**src/hdl/bsfe_pkg.sv**
```systemverilog
`default_nettype none

package bsfe_pkg;

   localparam logic [7:0] FLAG_BYTE = 8'h7E;
   localparam logic [7:0] ESC_BYTE = 8'h7D;
   localparam logic [7:0] ESC_FLIP = 8'h20;
   localparam logic [7:0] ALL_ONES = 8'hFF;

   localparam int MAX_BYTES = 3;
   localparam int QUEUE_DEPTH = 2;
   localparam int QPTR_W = $clog2(QUEUE_DEPTH);
   localparam int QCNT_W = $clog2(QUEUE_DEPTH + 1);

   typedef enum logic [1:0] {
      MODE_START = 2'd0,
      MODE_PAYLOAD = 2'd1,
      MODE_FINISH = 2'd2
   } mode_type;

   // One queue entry holds every output word that a single input word produces.
   typedef struct packed {
      logic [1:0] count;
      logic [MAX_BYTES-1:0][7:0] bytes;
   } frame_entry_type;

endpackage

`default_nettype wire

```
**src/hdl/bsfe_front.sv**
```systemverilog
`default_nettype none

module bsfe_front (
   input wire logic clock,
   input wire logic reset,
   input wire logic req_valid,
   output logic req_ready,
   input wire logic [1:0] req_mode,
   input wire logic [7:0] req_data_byte,
   input wire logic [7:0] req_command_bits,
   input wire logic [7:0] req_device_id,
   input wire logic queue_full,
   output logic push,
   output bsfe_pkg::frame_entry_type push_entry
);
   import bsfe_pkg::*;

   logic [7:0] running_xor_ff;
   logic [7:0] running_xor_in;
   logic [7:0] header;
   logic [7:0] checksum;
   logic data_escaped;
   logic sum_escaped;
   logic keep;
   logic accept;

   assign req_ready = !queue_full;
   assign accept = req_valid && req_ready;
   assign push = accept && keep;

   assign header = req_command_bits | req_device_id;
   assign checksum = running_xor_ff ^ ALL_ONES;
   assign data_escaped = (req_data_byte == FLAG_BYTE) || (req_data_byte == ESC_BYTE);
   assign sum_escaped = (checksum == FLAG_BYTE) || (checksum == ESC_BYTE);

   always_comb begin
      keep = 1'b1;
      running_xor_in = running_xor_ff;
      push_entry.count = 2'd1;
      push_entry.bytes = '0;
      unique case (mode_type'(req_mode))
         MODE_START: begin
            push_entry.count = 2'd2;
            push_entry.bytes[0] = FLAG_BYTE;
            push_entry.bytes[1] = header;
            running_xor_in = header;
         end
         MODE_PAYLOAD: begin
            if (data_escaped) begin
               push_entry.count = 2'd2;
               push_entry.bytes[0] = ESC_BYTE;
               push_entry.bytes[1] = req_data_byte ^ ESC_FLIP;
               running_xor_in = running_xor_ff ^ ESC_BYTE ^ req_data_byte ^ ESC_FLIP;
            end else begin
               push_entry.count = 2'd1;
               push_entry.bytes[0] = req_data_byte;
               running_xor_in = running_xor_ff ^ req_data_byte;
            end
         end
         MODE_FINISH: begin
            if (sum_escaped) begin
               push_entry.count = 2'd3;
               push_entry.bytes[0] = ESC_BYTE;
               push_entry.bytes[1] = checksum ^ ESC_FLIP;
               push_entry.bytes[2] = FLAG_BYTE;
            end else begin
               push_entry.count = 2'd2;
               push_entry.bytes[0] = checksum;
               push_entry.bytes[1] = FLAG_BYTE;
            end
         end
         default: begin
            keep = 1'b0;
         end
      endcase
   end

   always_ff @(posedge clock) begin
      if (reset) begin
         running_xor_ff <= '0;
      end else if (accept) begin
         running_xor_ff <= running_xor_in;
      end
   end

endmodule

`default_nettype wire

```
**src/hdl/bsfe_queue.sv**
```systemverilog
`default_nettype none

module bsfe_queue (
   input wire logic clock,
   input wire logic reset,
   input wire logic push,
   input wire bsfe_pkg::frame_entry_type push_entry,
   output logic full,
   input wire logic pop,
   output logic head_valid,
   output bsfe_pkg::frame_entry_type head_entry
);
   import bsfe_pkg::*;

   frame_entry_type slots_ff [QUEUE_DEPTH];
   logic [QPTR_W-1:0] wr_ptr_ff;
   logic [QPTR_W-1:0] wr_ptr_in;
   logic [QPTR_W-1:0] rd_ptr_ff;
   logic [QPTR_W-1:0] rd_ptr_in;
   logic [QCNT_W-1:0] count_ff;
   logic [QCNT_W-1:0] count_in;

   assign full = (count_ff == QCNT_W'(QUEUE_DEPTH));
   assign head_valid = (count_ff != '0);
   assign head_entry = slots_ff[rd_ptr_ff];

   always_comb begin
      wr_ptr_in = wr_ptr_ff;
      rd_ptr_in = rd_ptr_ff;
      count_in = count_ff;
      if (push) begin
         wr_ptr_in = (wr_ptr_ff == QPTR_W'(QUEUE_DEPTH - 1)) ? '0 : wr_ptr_ff + 1'b1;
      end
      if (pop) begin
         rd_ptr_in = (rd_ptr_ff == QPTR_W'(QUEUE_DEPTH - 1)) ? '0 : rd_ptr_ff + 1'b1;
      end
      if (push && !pop) begin
         count_in = count_ff + 1'b1;
      end else if (pop && !push) begin
         count_in = count_ff - 1'b1;
      end
   end

   always_ff @(posedge clock) begin
      if (reset) begin
         wr_ptr_ff <= '0;
         rd_ptr_ff <= '0;
         count_ff <= '0;
      end else begin
         wr_ptr_ff <= wr_ptr_in;
         rd_ptr_ff <= rd_ptr_in;
         count_ff <= count_in;
      end
   end

   always_ff @(posedge clock) begin
      if (push) begin
         slots_ff[wr_ptr_ff] <= push_entry;
      end
   end

endmodule

`default_nettype wire

```
**src/hdl/bsfe_back.sv**
```systemverilog
`default_nettype none

module bsfe_back (
   input wire logic clock,
   input wire logic reset,
   input wire logic head_valid,
   input wire bsfe_pkg::frame_entry_type head_entry,
   output logic pop,
   output logic rsp_valid,
   input wire logic rsp_ready,
   output logic [7:0] rsp_out_byte,
   output logic rsp_run_last
);
   import bsfe_pkg::*;

   logic [1:0] pos_ff;
   logic [1:0] pos_in;
   logic rsp_valid_ff;
   logic rsp_valid_in;
   logic [7:0] out_byte_ff;
   logic run_last_ff;
   logic load;
   logic last_byte;

   assign load = head_valid && (!rsp_valid_ff || rsp_ready);
   assign last_byte = (pos_ff == 2'(head_entry.count - 2'd1));
   assign pop = load && last_byte;

   always_comb begin
      pos_in = pos_ff;
      rsp_valid_in = rsp_valid_ff;
      if (load) begin
         rsp_valid_in = 1'b1;
         pos_in = last_byte ? 2'd0 : pos_ff + 2'd1;
      end else if (rsp_ready) begin
         rsp_valid_in = 1'b0;
      end
   end

   always_ff @(posedge clock) begin
      if (reset) begin
         pos_ff <= '0;
         rsp_valid_ff <= 1'b0;
      end else begin
         pos_ff <= pos_in;
         rsp_valid_ff <= rsp_valid_in;
      end
   end

   always_ff @(posedge clock) begin
      if (load) begin
         out_byte_ff <= head_entry.bytes[pos_ff];
         run_last_ff <= last_byte;
      end
   end

   assign rsp_valid = rsp_valid_ff;
   assign rsp_out_byte = out_byte_ff;
   assign rsp_run_last = run_last_ff;

   // A partly sent entry stays at the head of the queue until its last word leaves.
   a_mid_entry_has_head: assert property (@(posedge clock) disable iff (reset)
      pos_ff != 2'd0 |-> head_valid)
      else $error("entry position advanced with an empty queue");

   a_pos_in_range: assert property (@(posedge clock) disable iff (reset)
      head_valid |-> pos_ff < head_entry.count)
      else $error("entry position beyond the entry length");

   a_entry_not_empty: assert property (@(posedge clock) disable iff (reset)
      head_valid |-> head_entry.count != 2'd0)
      else $error("queued entry carries no words");

   a_last_resets_pos: assert property (@(posedge clock) disable iff (reset)
      pop |=> pos_ff == 2'd0)
      else $error("entry position not cleared after the last word");

endmodule

`default_nettype wire

```
**src/hdl/byte_stuffed_frame_encoder.sv**
```systemverilog
`default_nettype none

// Byte-stuffed frame encoder with an inverted XOR checksum. A start word sends the flag 0x7E and
// the header (command OR id), a payload word sends its byte with 0x7E and 0x7D escaped, and a
// finish word sends the escaped checksum and the closing flag; mode three is dropped. The output
// port moves one byte per cycle while rsp_ready is high, so an input word yields one to three
// bytes: a start gives two, a payload one or two, a finish two or three. A two-entry queue sits
// between the classifying front end and the serializer, so new words are taken while earlier
// bytes still wait on the output; bytes go through a queue slot, then the output register.
module byte_stuffed_frame_encoder (
   input wire logic clock,
   input wire logic reset,
   input wire logic req_valid,
   output logic req_ready,
   input wire logic [1:0] req_mode,
   input wire logic [7:0] req_data_byte,
   input wire logic [7:0] req_command_bits,
   input wire logic [7:0] req_device_id,
   output logic rsp_valid,
   input wire logic rsp_ready,
   output logic [7:0] rsp_out_byte,
   output logic rsp_run_last
);
   import bsfe_pkg::*;

   logic push;
   logic pop;
   logic queue_full;
   logic head_valid;
   frame_entry_type push_entry;
   frame_entry_type head_entry;

   bsfe_front u_front (
      .clock(clock),
      .reset(reset),
      .req_valid(req_valid),
      .req_ready(req_ready),
      .req_mode(req_mode),
      .req_data_byte(req_data_byte),
      .req_command_bits(req_command_bits),
      .req_device_id(req_device_id),
      .queue_full(queue_full),
      .push(push),
      .push_entry(push_entry)
   );

   bsfe_queue u_queue (
      .clock(clock),
      .reset(reset),
      .push(push),
      .push_entry(push_entry),
      .full(queue_full),
      .pop(pop),
      .head_valid(head_valid),
      .head_entry(head_entry)
   );

   bsfe_back u_back (
      .clock(clock),
      .reset(reset),
      .head_valid(head_valid),
      .head_entry(head_entry),
      .pop(pop),
      .rsp_valid(rsp_valid),
      .rsp_ready(rsp_ready),
      .rsp_out_byte(rsp_out_byte),
      .rsp_run_last(rsp_run_last)
   );

endmodule

`default_nettype wire

```
**config.mk**
```make
export PLATFORM = sky130hd
export DESIGN_NAME = byte_stuffed_frame_encoder
export DESIGN_NICKNAME = d
export VERILOG_FILES = /design/src/hdl/bsfe_pkg.sv /design/src/hdl/bsfe_front.sv /design/src/hdl/bsfe_queue.sv /design/src/hdl/bsfe_back.sv /design/src/hdl/byte_stuffed_frame_encoder.sv
export SDC_FILE = /design/constraint.sdc
export NUM_CORES = 1
export LEC_CHECK = 0
export ABC_AREA = 0
export BUFFER_PORTS_ARGS = -buffer_cell sky130_fd_sc_hd__buf_4
export CAP_MARGIN = 20
export CORE_UTILIZATION = 60
export CTS_BUF_LIST = sky130_fd_sc_hd__clkbuf_4
export DETAILED_ROUTE_END_ITERATION = 8
export HOLD_SLACK_MARGIN = 0.15
export PLACE_DENSITY = 0.86
export SETUP_SLACK_MARGIN = 0.05
export SYNTH_ARGS = -nofsm -noshare
export SYNTH_HDL_FRONTEND = slang
export SYNTH_SLANG_ARGS = --single-unit
```
**constraint.sdc**
```tcl
create_clock -name clock -period 3.55 [get_ports clock]
set_input_delay 0.71 -clock clock [delete_from_list [all_inputs] [get_ports clock]]
set_output_delay 0.71 -clock clock [all_outputs]
set_load 0.01 [all_outputs]
```
==> impl_table.tex, run 1 <==
\begin{tabular}{lr}
\hline
Metric & Value \\
\hline
\multicolumn{2}{l}{\textbf{Placement}} \\
\quad Placed inst area & between 3000 and 4000 sq um \\
\quad HPWL after DPL & about 4200 microns \\
\quad Placer congestion estimate & 0.877 \\
\quad IO Port Bufs & 40 \\
\multicolumn{2}{l}{\textbf{Synth}} \\
\quad Count of distinct cell types in the synthesized netlist & slightly below 50 \\
\quad Net count of the mapped netlist & 285 \\
\quad Mapped Avg Cell Area & 11.9 sq um \\
\quad \#FFs+latches synth & 63 \\
\quad Seq/Total Area, Yosys & 57.4\% \\
\quad Fraction of synthesis flops using an asynchronous set or reset pin & 0\% \\
\quad Most frequently used flop master after synthesis & sky130\_fd\_sc\_hd\_\_edfxtp\_1 \\
\quad Cell area after technology mapping & 3020 sq um \\
\quad Synthesized netlist cell count & between 200 and 300 \\
\quad Yosys warns & 0 \\
\quad Number of enable flip-flop cells after synthesis & 47 \\
\multicolumn{2}{l}{\textbf{Worst setup path}} \\
\quad Crit Path Category & flip-flop to flip-flop \\
\quad Worst EP required & 3.87 ns \\
\quad Crit path capture type & flip-flop \\
\quad Maximum fanout along the worst path & 9 \\
\quad Arrival @ worst endpoint & 2.88 ns \\
\quad CP Launch Type & flip-flop \\
\multicolumn{2}{l}{\textbf{CTS}} \\
\quad Post\_cts resized & 0 \\
\quad Number of buffers on the longest clock path & 2 \\
\quad CTS root buffer & sky130\_fd\_sc\_hd\_\_clkbuf\_4 \\
\quad Total CTS buffers & 9 \\
\quad Number of buffers inserted by hold repair at cts & 0 \\
\quad Clock insertion delay at the later pin of the skew report & around 0.4 ns \\
\quad Clock tree from TritonCTS & built \\
\quad Sink Count & 63 \\
\quad Register clock-pin slew on the reported worst setup and hold paths & 0.10 ns \\
\quad H-Tree Depth & 3 \\
\quad Post-CTS Repair Setup Buffers & 0 \\
\multicolumn{2}{l}{\textbf{Drt}} \\
\quad Average vias per placed instance & between 5 and 6 \\
\quad Drt first-iter violations & between 100 and 150 \\
\quad Avg WL per Cell & 15.7 microns \\
\quad Via count & 2121 \\
\quad Antenna viol nets, final & 0 \\
\quad Total wire length & 5780 microns \\
\quad Number of remaining DRC errors & 0 \\
\quad Count of TritonRoute iterations in the first routing pass & 5 \\
\multicolumn{2}{l}{\textbf{Floorplanning}} \\
\quad Die Span X & 72.9 microns \\
\quad Floorplan row count & 25 \\
\quad Number of I/O pins & 41 \\
\quad Die height & 72.9 microns \\
\quad Area of the core & 4790 sq um \\
\quad Die Footprint & 5320 sq um \\
\quad Starting Density & 63.0\% \\
\multicolumn{2}{l}{\textbf{Power and ir drop}} \\
\quad Flop pwr share & roughly half \\
\quad Internal power of the cells & 1.58 mW \\
\quad Total net switching power & 710 uW \\
\quad Overall power & 2.29 mW \\
\quad Peak VDD IR & 0.000355 V \\
\quad Static Leakage & around 1.3 nW \\
\quad Logic gate share of total power & 30.8\% \\
\quad Fraction of power consumed by the clock network & 20.6\% \\
\quad Switching fraction of total power & 31.0\% \\
\quad Power density over the cells & 656 nW/um\^{}2 \\
\multicolumn{2}{l}{\textbf{Hold path}} \\
\quad Type of the tightest min-delay check & flip-flop to flip-flop \\
\quad Launch point of the worst hold path & u\_front.running\_xor\_ff[5] \\
\multicolumn{2}{l}{\textbf{Flow run}} \\
\quad Max capacitance violation total & 0 \\
\multicolumn{2}{l}{\textbf{STA}} \\
\quad Worst Tran Pin Value & $\sim$0.84 ns \\
\quad Max Fclk & 390 MHz \\
\quad Part of the cycle the worst path needs & 72.3\% \\
\quad Setup repair after global routing missed its margin & false \\
\quad Final slew viol count & 0 \\
\quad Number of setup violations in the final report & 0 \\
\quad Largest clock skew in the final design & 0.0129 ns \\
\quad Relative max-transition margin & 44.1\% \\
\quad Fin. Hold Viols & 0 \\
\quad Sum of negative setup slack & 0 ns \\
\quad Period minus WS final & approximately 2.6 ns \\
\multicolumn{2}{l}{\textbf{Finish}} \\
\quad Antenna cells & 0 \\
\quad Net count, final & $\sim$330 \\
\quad Synth-to-layout area growth & 16.0\% \\
\quad Share of post-route cells with drive strength above 1 & a little under a quarter \\
\quad Finished Cell Area & $\sim$3500 sq um \\
\multicolumn{2}{l}{\textbf{GRT}} \\
\quad First-pass GRT wire length & around 9400 microns \\
\quad All-layer global routing usage & 24.6\% \\
\quad Maximum number of pins on one net before global-route repair & 26 \\
\quad Overall overflow remaining after global route & 0 \\
\quad Number of antenna violations at the first check in global routing & 0 \\
\quad Vias in the first global route & 2031 \\
\multicolumn{2}{l}{\textbf{Run status}} \\
\quad Run status & finished clean \\
\hline
\end{tabular}
worst max-delay path, stage by stage, from the launching register on:
cell	delay, ns
sky130_fd_sc_hd__dfxtp_1	0.40
sky130_fd_sc_hd__buf_4	0.24
sky130_fd_sc_hd__mux2i_1	0.40
sky130_fd_sc_hd__o2111ai_1	0.21
sky130_fd_sc_hd__mux2i_2	0.34
sky130_fd_sc_hd__inv_1	0.08
sky130_fd_sc_hd__ha_1	0.20
sky130_fd_sc_hd__xor2_1	0.16
sky130_fd_sc_hd__or3_1	0.31
sky130_fd_sc_hd__a21oi_1	0.16
final timing paths:
path | endpoint | slack [ns] | cells past startpoint
max | u_queue.count_ff[1] | 0.98 | 9
min reg2reg | u_front.running_xor_ff[5] | 0.53 | 2
min | u_front.running_xor_ff[5] | 0.53 | 2
max reg2reg | u_queue.count_ff[1] | 0.98 | 9
kinds of logic (layout without fill, tap and decap cells):
group	count (synthesis)	in the layout	synth area share (%)
AND/OR/NAND/NOR	74	74	12.1
flip-flops	63	63	57.4
AO/OA/AOI/OAI	56	56	12.0
buffers and inverters	28	75	3.77
XOR/XNOR	17	17	5.18
multiplexers	15	15	9.17
adder cells (fa/ha/maj)	1	1	0.415
synthesized netlist by cell type (3+ instances only):
cell type                  number  area (sq um)
sky130_fd_sc_hd__inv_1         16          60.1
sky130_fd_sc_hd__mux4_2         4          90.1
sky130_fd_sc_hd__o21bai_1       4          30.0
sky130_fd_sc_hd__a21oi_1       11          55.1
sky130_fd_sc_hd__a211oi_1       5          37.5
sky130_fd_sc_hd__nand2_1       11          41.3
sky130_fd_sc_hd__xnor2_1       13           114
sky130_fd_sc_hd__nand2b_1       4          25.0
sky130_fd_sc_hd__o21ai_0       18          90.1
sky130_fd_sc_hd__nor2b_1        7          43.8
sky130_fd_sc_hd__mux4_1         4           105
sky130_fd_sc_hd__dfxtp_1       16           320
sky130_fd_sc_hd__o21a_1         3          22.5
sky130_fd_sc_hd__clkbuf_1       9          33.8
sky130_fd_sc_hd__nand3_1        4          20.0
sky130_fd_sc_hd__xor2_1         3          26.3
sky130_fd_sc_hd__o32ai_1        4          35.0
sky130_fd_sc_hd__nor3_1         9          45.0
sky130_fd_sc_hd__edfxtp_1      47          1410
sky130_fd_sc_hd__nor2_1        26          97.6
state kept, by name, summed over array words and instances, names as in the netlist, named ones only:
| name | flops |
|---|---|
| u_back.pos_ff | 2 |
| u_back.rsp_run_last | 1 |
| u_queue.wr_ptr_ff | 1 |
| u_back.rsp_valid | 1 |
| u_back.rsp_out_byte | 8 |
| u_queue.slots_ff | 38 |
| u_queue.count_ff | 2 |
| u_front.running_xor_ff | 8 |
| u_queue.rd_ptr_ff | 1 |
area by class of cell:
class | instances | area (sq um)
repair buffers | 42 | 315
well taps | 67 | 83.8
inverters | 17 | 63.8
multi-input cells | 163 | 1170
flip-flops and latches | 63 | 1730
clock buffers | 11 | 82.6
fillers | 340 | 1290
clock inverters | 5 | 50.0
layer usage:
metal	wire length [microns]	GRT usage, %	vias to the layer above
met5	0	0	-
met4	23	9.59	0
met2	3000	40.9	73
met1	2480	30.5	1017
met3	277	7.04	4
li1	-	-	1027
power groups by stage:
stage                     registers, mW  clock network (mW)  logic, mW
final                              1.12               0.472      0.707
after global routing               1.14               0.515      0.772
after CTS                          1.12               0.480      0.711
after detailed placement           1.13                   0      0.706
after global placement             1.12                   0      0.679
after floorplan                    1.12                   0      0.477
stage by stage:
step / std cells / setup WS (ns) / utilization, % / hold slack, ns
floorplan: 254 / 1.11 / - / 0.480
global placement: 352 / 0.993 / 70.3 / 0.506
detailed placement: 352 / 0.909 / 70.3 / 0.505
CTS: 368 / 0.966 / 73.1 / 0.522
global route: 368 / 0.777 / 73.1 / 0.555
finish: 368 / 0.983 / 73.1 / 0.528
cells in the final DEF (no fill, tap or decap), types with 5 or more instances in the layout:
master / count
sky130_fd_sc_hd__nand2_1: 11
sky130_fd_sc_hd__a211oi_1: 5
sky130_fd_sc_hd__inv_1: 16
sky130_fd_sc_hd__o21ai_0: 18
sky130_fd_sc_hd__xnor2_1: 13
sky130_fd_sc_hd__nor2b_1: 7
sky130_fd_sc_hd__nor3_1: 9
sky130_fd_sc_hd__edfxtp_1: 47
sky130_fd_sc_hd__clkbuf_4: 11
sky130_fd_sc_hd__a21oi_1: 11
sky130_fd_sc_hd__buf_4: 42
sky130_fd_sc_hd__dfxtp_1: 16
sky130_fd_sc_hd__nor2_1: 26
(Power assumes the default switching activity.)
==> run 2: changes to the inputs <==
--- a/config.mk
+++ b/config.mk
@@ -8,11 +8,11 @@
 export ABC_AREA = 0
 export BUFFER_PORTS_ARGS = -buffer_cell sky130_fd_sc_hd__buf_4
 export CAP_MARGIN = 20
-export CORE_UTILIZATION = 60
+export CORE_UTILIZATION = 59
 export CTS_BUF_LIST = sky130_fd_sc_hd__clkbuf_4
 export DETAILED_ROUTE_END_ITERATION = 8
 export HOLD_SLACK_MARGIN = 0.15
-export PLACE_DENSITY = 0.86
+export PLACE_DENSITY = 0.84
 export SETUP_SLACK_MARGIN = 0.05
 export SYNTH_ARGS = -nofsm -noshare
 export SYNTH_HDL_FRONTEND = slang
==> constraint.sdc (replaced) <==
create_clock -name clock -period 2.7 [get_ports clock]
set_input_delay 0.54 -clock clock [delete_from_list [all_inputs] [get_ports clock]]
set_output_delay 0.54 -clock clock [all_outputs]
set_load 0.01 [all_outputs]
==> run 2 against run 1 <==
Against the previous run: clock power rose by 49%; sequential power rose by 31%; register-to-register slack got worse by 0.61 ns; clock-buffer cell count did not move; combinational power rose by 30%; die area rose by 1.7%; utilization rose by 0.15 points; largest cell class unchanged.
==> impl_table.tex, run 2 (synthesis gave the netlist of run 1 again) <==
\begin{tabular}{lr}
\hline
Metric & Value \\
\hline
\multicolumn{2}{l}{\textbf{Run status}} \\
\quad Run status & finished clean \\
\multicolumn{2}{l}{\textbf{Power and ir drop}} \\
\quad Power density over the cells & 876 nW/um\^{}2 (+34\%) \\
\quad Static Leakage & 1.32 nW (+0.83\%) \\
\quad Switching fraction of total power & 29.6\% (-1.4 points) \\
\quad Total net switching power & 913 uW (+29\%) \\
\quad Peak VDD IR & 0.000473 V (+33\%) \\
\quad Fraction of power consumed by the clock network & 22.7\% (+2.1 points) \\
\quad Internal power of the cells & 2.18 mW (+37\%) \\
\quad Logic gate share of total power & 29.6\% (-1.2 points) \\
\quad Flop pwr share & 47.6\% (-1.0 points) \\
\quad Overall power & 3.09 mW (+35\%) \\
\multicolumn{2}{l}{\textbf{Worst setup path}} \\
\quad Worst EP required & 3.03 ns (-0.84 ns) \\
\quad Register-to-Register Setup Slack & 0.37 ns (-0.61 ns) \\
\quad Crit path from & u\_back.pos\_ff[0] \\
\quad Worst reg2reg endpoint & u\_queue.count\_ff[1] \\
\quad Crit path capture type & flip-flop \\
\quad CP Capture Point & u\_queue.count\_ff[1] \\
\quad Worst flop-to-flop path startpoint & u\_back.pos\_ff[0] \\
\quad Arrival @ worst endpoint & 2.65 ns (-0.23 ns) \\
\quad Maximum fanout along the worst path & 14 (+5) \\
\quad Crit Path Category & flip-flop to flip-flop \\
\quad Cell depth of the worst flop-to-flop path & 6 (-3) \\
\quad CP Launch Type & flip-flop \\
\multicolumn{2}{l}{\textbf{CTS}} \\
\quad Clock tree from TritonCTS & built \\
\quad Number of buffers on the longest clock path & 2 (unchanged) \\
\quad H-Tree Depth & 3 (unchanged) \\
\quad Post-CTS Repair Setup Buffers & 0 (unchanged) \\
\quad Sink Count & 63 (unchanged) \\
\quad Register clock-pin slew on the reported worst setup and hold paths & 0.10 ns (about the same) \\
\quad Post\_cts resized & 0 (unchanged) \\
\quad CTS root buffer & sky130\_fd\_sc\_hd\_\_clkbuf\_4 \\
\quad Total CTS buffers & 9 (unchanged) \\
\quad Clock insertion delay at the later pin of the skew report & 0.39 ns (about the same) \\
\quad Number of buffers inserted by hold repair at cts & 0 (unchanged) \\
\multicolumn{2}{l}{\textbf{Finish}} \\
\quad Finished Cell Area & 3530 sq um (+0.86\%) \\
\quad Final std cells w/o fill & 369 (+0.27\%) \\
\quad Most common cell after layout, fill and taps aside & sky130\_fd\_sc\_hd\_\_edfxtp\_1 \\
\quad Max FFs per register & 38 (unchanged) \\
\quad Most used cells in the layout excluding fill and tap cells & sky130\_fd\_sc\_hd\_\_edfxtp\_1, sky130\_fd\_sc\_hd\_\_buf\_4, sky130\_fd\_sc\_hd\_\_nor2\_1 \\
\quad Share of post-route cells with drive strength above 1 & 22.8\% (-0.41 points) \\
\quad Synth-to-layout area growth & 17.0\% \\
\quad Net count, final & 328 (+0.31\%) \\
\quad Antenna cells & 0 (unchanged) \\
\quad Register with the most flip-flops & u\_queue.slots\_ff \\
\multicolumn{2}{l}{\textbf{GRT}} \\
\quad Overall overflow remaining after global route & 0 (unchanged) \\
\quad Number of antenna violations at the first check in global routing & 0 (unchanged) \\
\quad Maximum number of pins on one net before global-route repair & 26 (unchanged) \\
\quad All-layer global routing usage & 24.0\% (-0.58 points) \\
\quad Vias in the first global route & 2019 (-0.59\%) \\
\quad First-pass GRT wire length & 9350 microns (-0.37\%) \\
\multicolumn{2}{l}{\textbf{Floorplanning}} \\
\quad Floorplan row count & 25 (unchanged) \\
\quad Starting Density & 62.6\% (-0.41 points) \\
\quad Die Footprint & 5400 sq um (+1.7\%) \\
\quad Die height & 73.5 microns (+0.82\%) \\
\quad Die Span X & 73.5 microns (+0.82\%) \\
\quad Area of the core & 4820 sq um (+0.65\%) \\
\quad Number of I/O pins & 41 (unchanged) \\
\multicolumn{2}{l}{\textbf{STA}} \\
\quad Worst Tran Pin Value & 0.718 ns (-0.120 ns) \\
\quad Period minus WS final & 2.33 ns (-0.241 ns) \\
\quad Smallest setup slack after layout & 0.374 ns (-0.609 ns) \\
\quad Number of setup violations in the final report & 0 (unchanged) \\
\quad Fin. Hold Viols & 0 (unchanged) \\
\quad Setup repair after global routing missed its margin & false \\
\quad Largest clock skew in the final design & 0.0150 ns (+0.00208 ns) \\
\quad Max Fclk & 430 MHz (+10\%) \\
\quad Relative max-transition margin & 51.9\% (+7.8 points) \\
\quad Sum of negative setup slack & 0 ns (unchanged) \\
\quad Final slew viol count & 0 (unchanged) \\
\quad Part of the cycle the worst path needs & 86.2\% (+14 points) \\
\multicolumn{2}{l}{\textbf{Drt}} \\
\quad Antenna viol nets, final & 0 (unchanged) \\
\quad Number of remaining DRC errors & 0 (unchanged) \\
\quad Avg WL per Cell & 15.4 microns (-1.9\%) \\
\quad Average vias per placed instance & 5.65 (-2.0\%) \\
\quad Drt first-iter violations & 111 (-18\%) \\
\quad Via count & 2084 (-1.7\%) \\
\quad Count of TritonRoute iterations in the first routing pass & 4 (-1) \\
\quad Total wire length & 5690 microns (-1.6\%) \\
\multicolumn{2}{l}{\textbf{Placement}} \\
\quad IO Port Bufs & 40 (unchanged) \\
\quad Cell Count Post-Placement & 353 (+0.28\%) \\
\quad Placed inst area & 3370 sq um (+0.22\%) \\
\quad HPWL after DPL & 4050 microns (-3.2\%) \\
\quad Worst setup slack after placement & 0.246 ns (-0.662 ns) \\
\quad Placer congestion estimate & 0.867 (-1.0\%) \\
\multicolumn{2}{l}{\textbf{Flow run}} \\
\quad Max capacitance violation total & 0 (unchanged) \\
\multicolumn{2}{l}{\textbf{Hold path}} \\
\quad Type of the tightest min-delay check & input pin to flip-flop \\
\hline
\end{tabular}
## run 2: stage by stage
step	utilization (%)	hold WS, ns
2_1_floorplan	-	0.480
3_3_place_gp	70.0	0.506
3_5_place_dp	70.0	0.505
4_1_cts	73.2	0.413
5_1_grt	73.2	0.434
6_report	73.2	0.447
## run 2: power groups by stage
stage               combinational [mW]  sequential [mW]  clock (mW)
floorplan                        0.627             1.48           0
global placement                 0.897             1.48           0
detailed placement               0.920             1.49           0
CTS                              0.924             1.47       0.718
global route                      1.02             1.50       0.758
finish                           0.916             1.47       0.702
## run 2: layout make-up
class,instances,area (sq um)
Sequential cell,63,1730
Clock inverter,5,72.6
Fill cell,330,1290
Multi-Input combinational cell,163,1170
Tap cell,67,83.8
Timing Repair Buffer,43,323
Clock buffer,11,82.6
Inverter,17,63.8
## run 2: worst min path at each step
stage / from / depth (start not counted) / endpoint
after global placement: u_back.rsp_valid / 2 / u_back.rsp_valid
after global routing: reset / 2 / u_front.running_xor_ff[1]
final: reset / 2 / u_queue.count_ff[1]
after detailed placement: u_front.running_xor_ff[5] / 2 / u_front.running_xor_ff[5]
after floorplan: u_front.running_xor_ff[5] / 2 / u_front.running_xor_ff[5]
after CTS: reset / 2 / u_queue.count_ff[1]
## run 2: routing by layer
layer,routed length (microns),global-route usage (%)
met3,265,5.35
met2,2860,38.3
met1,2490,30.9
met5,0,0
met4,74,12.2
## run 2: worst max-delay path: stages (launching register included)
cell and delay (ns):
sky130_fd_sc_hd__dfxtp_1 0.48, sky130_fd_sc_hd__or4_4 0.60, sky130_fd_sc_hd__mux2i_2 0.27, sky130_fd_sc_hd__inv_1 0.09, sky130_fd_sc_hd__ha_1 0.32, sky130_fd_sc_hd__or3_1 0.37, sky130_fd_sc_hd__a21oi_1 0.14
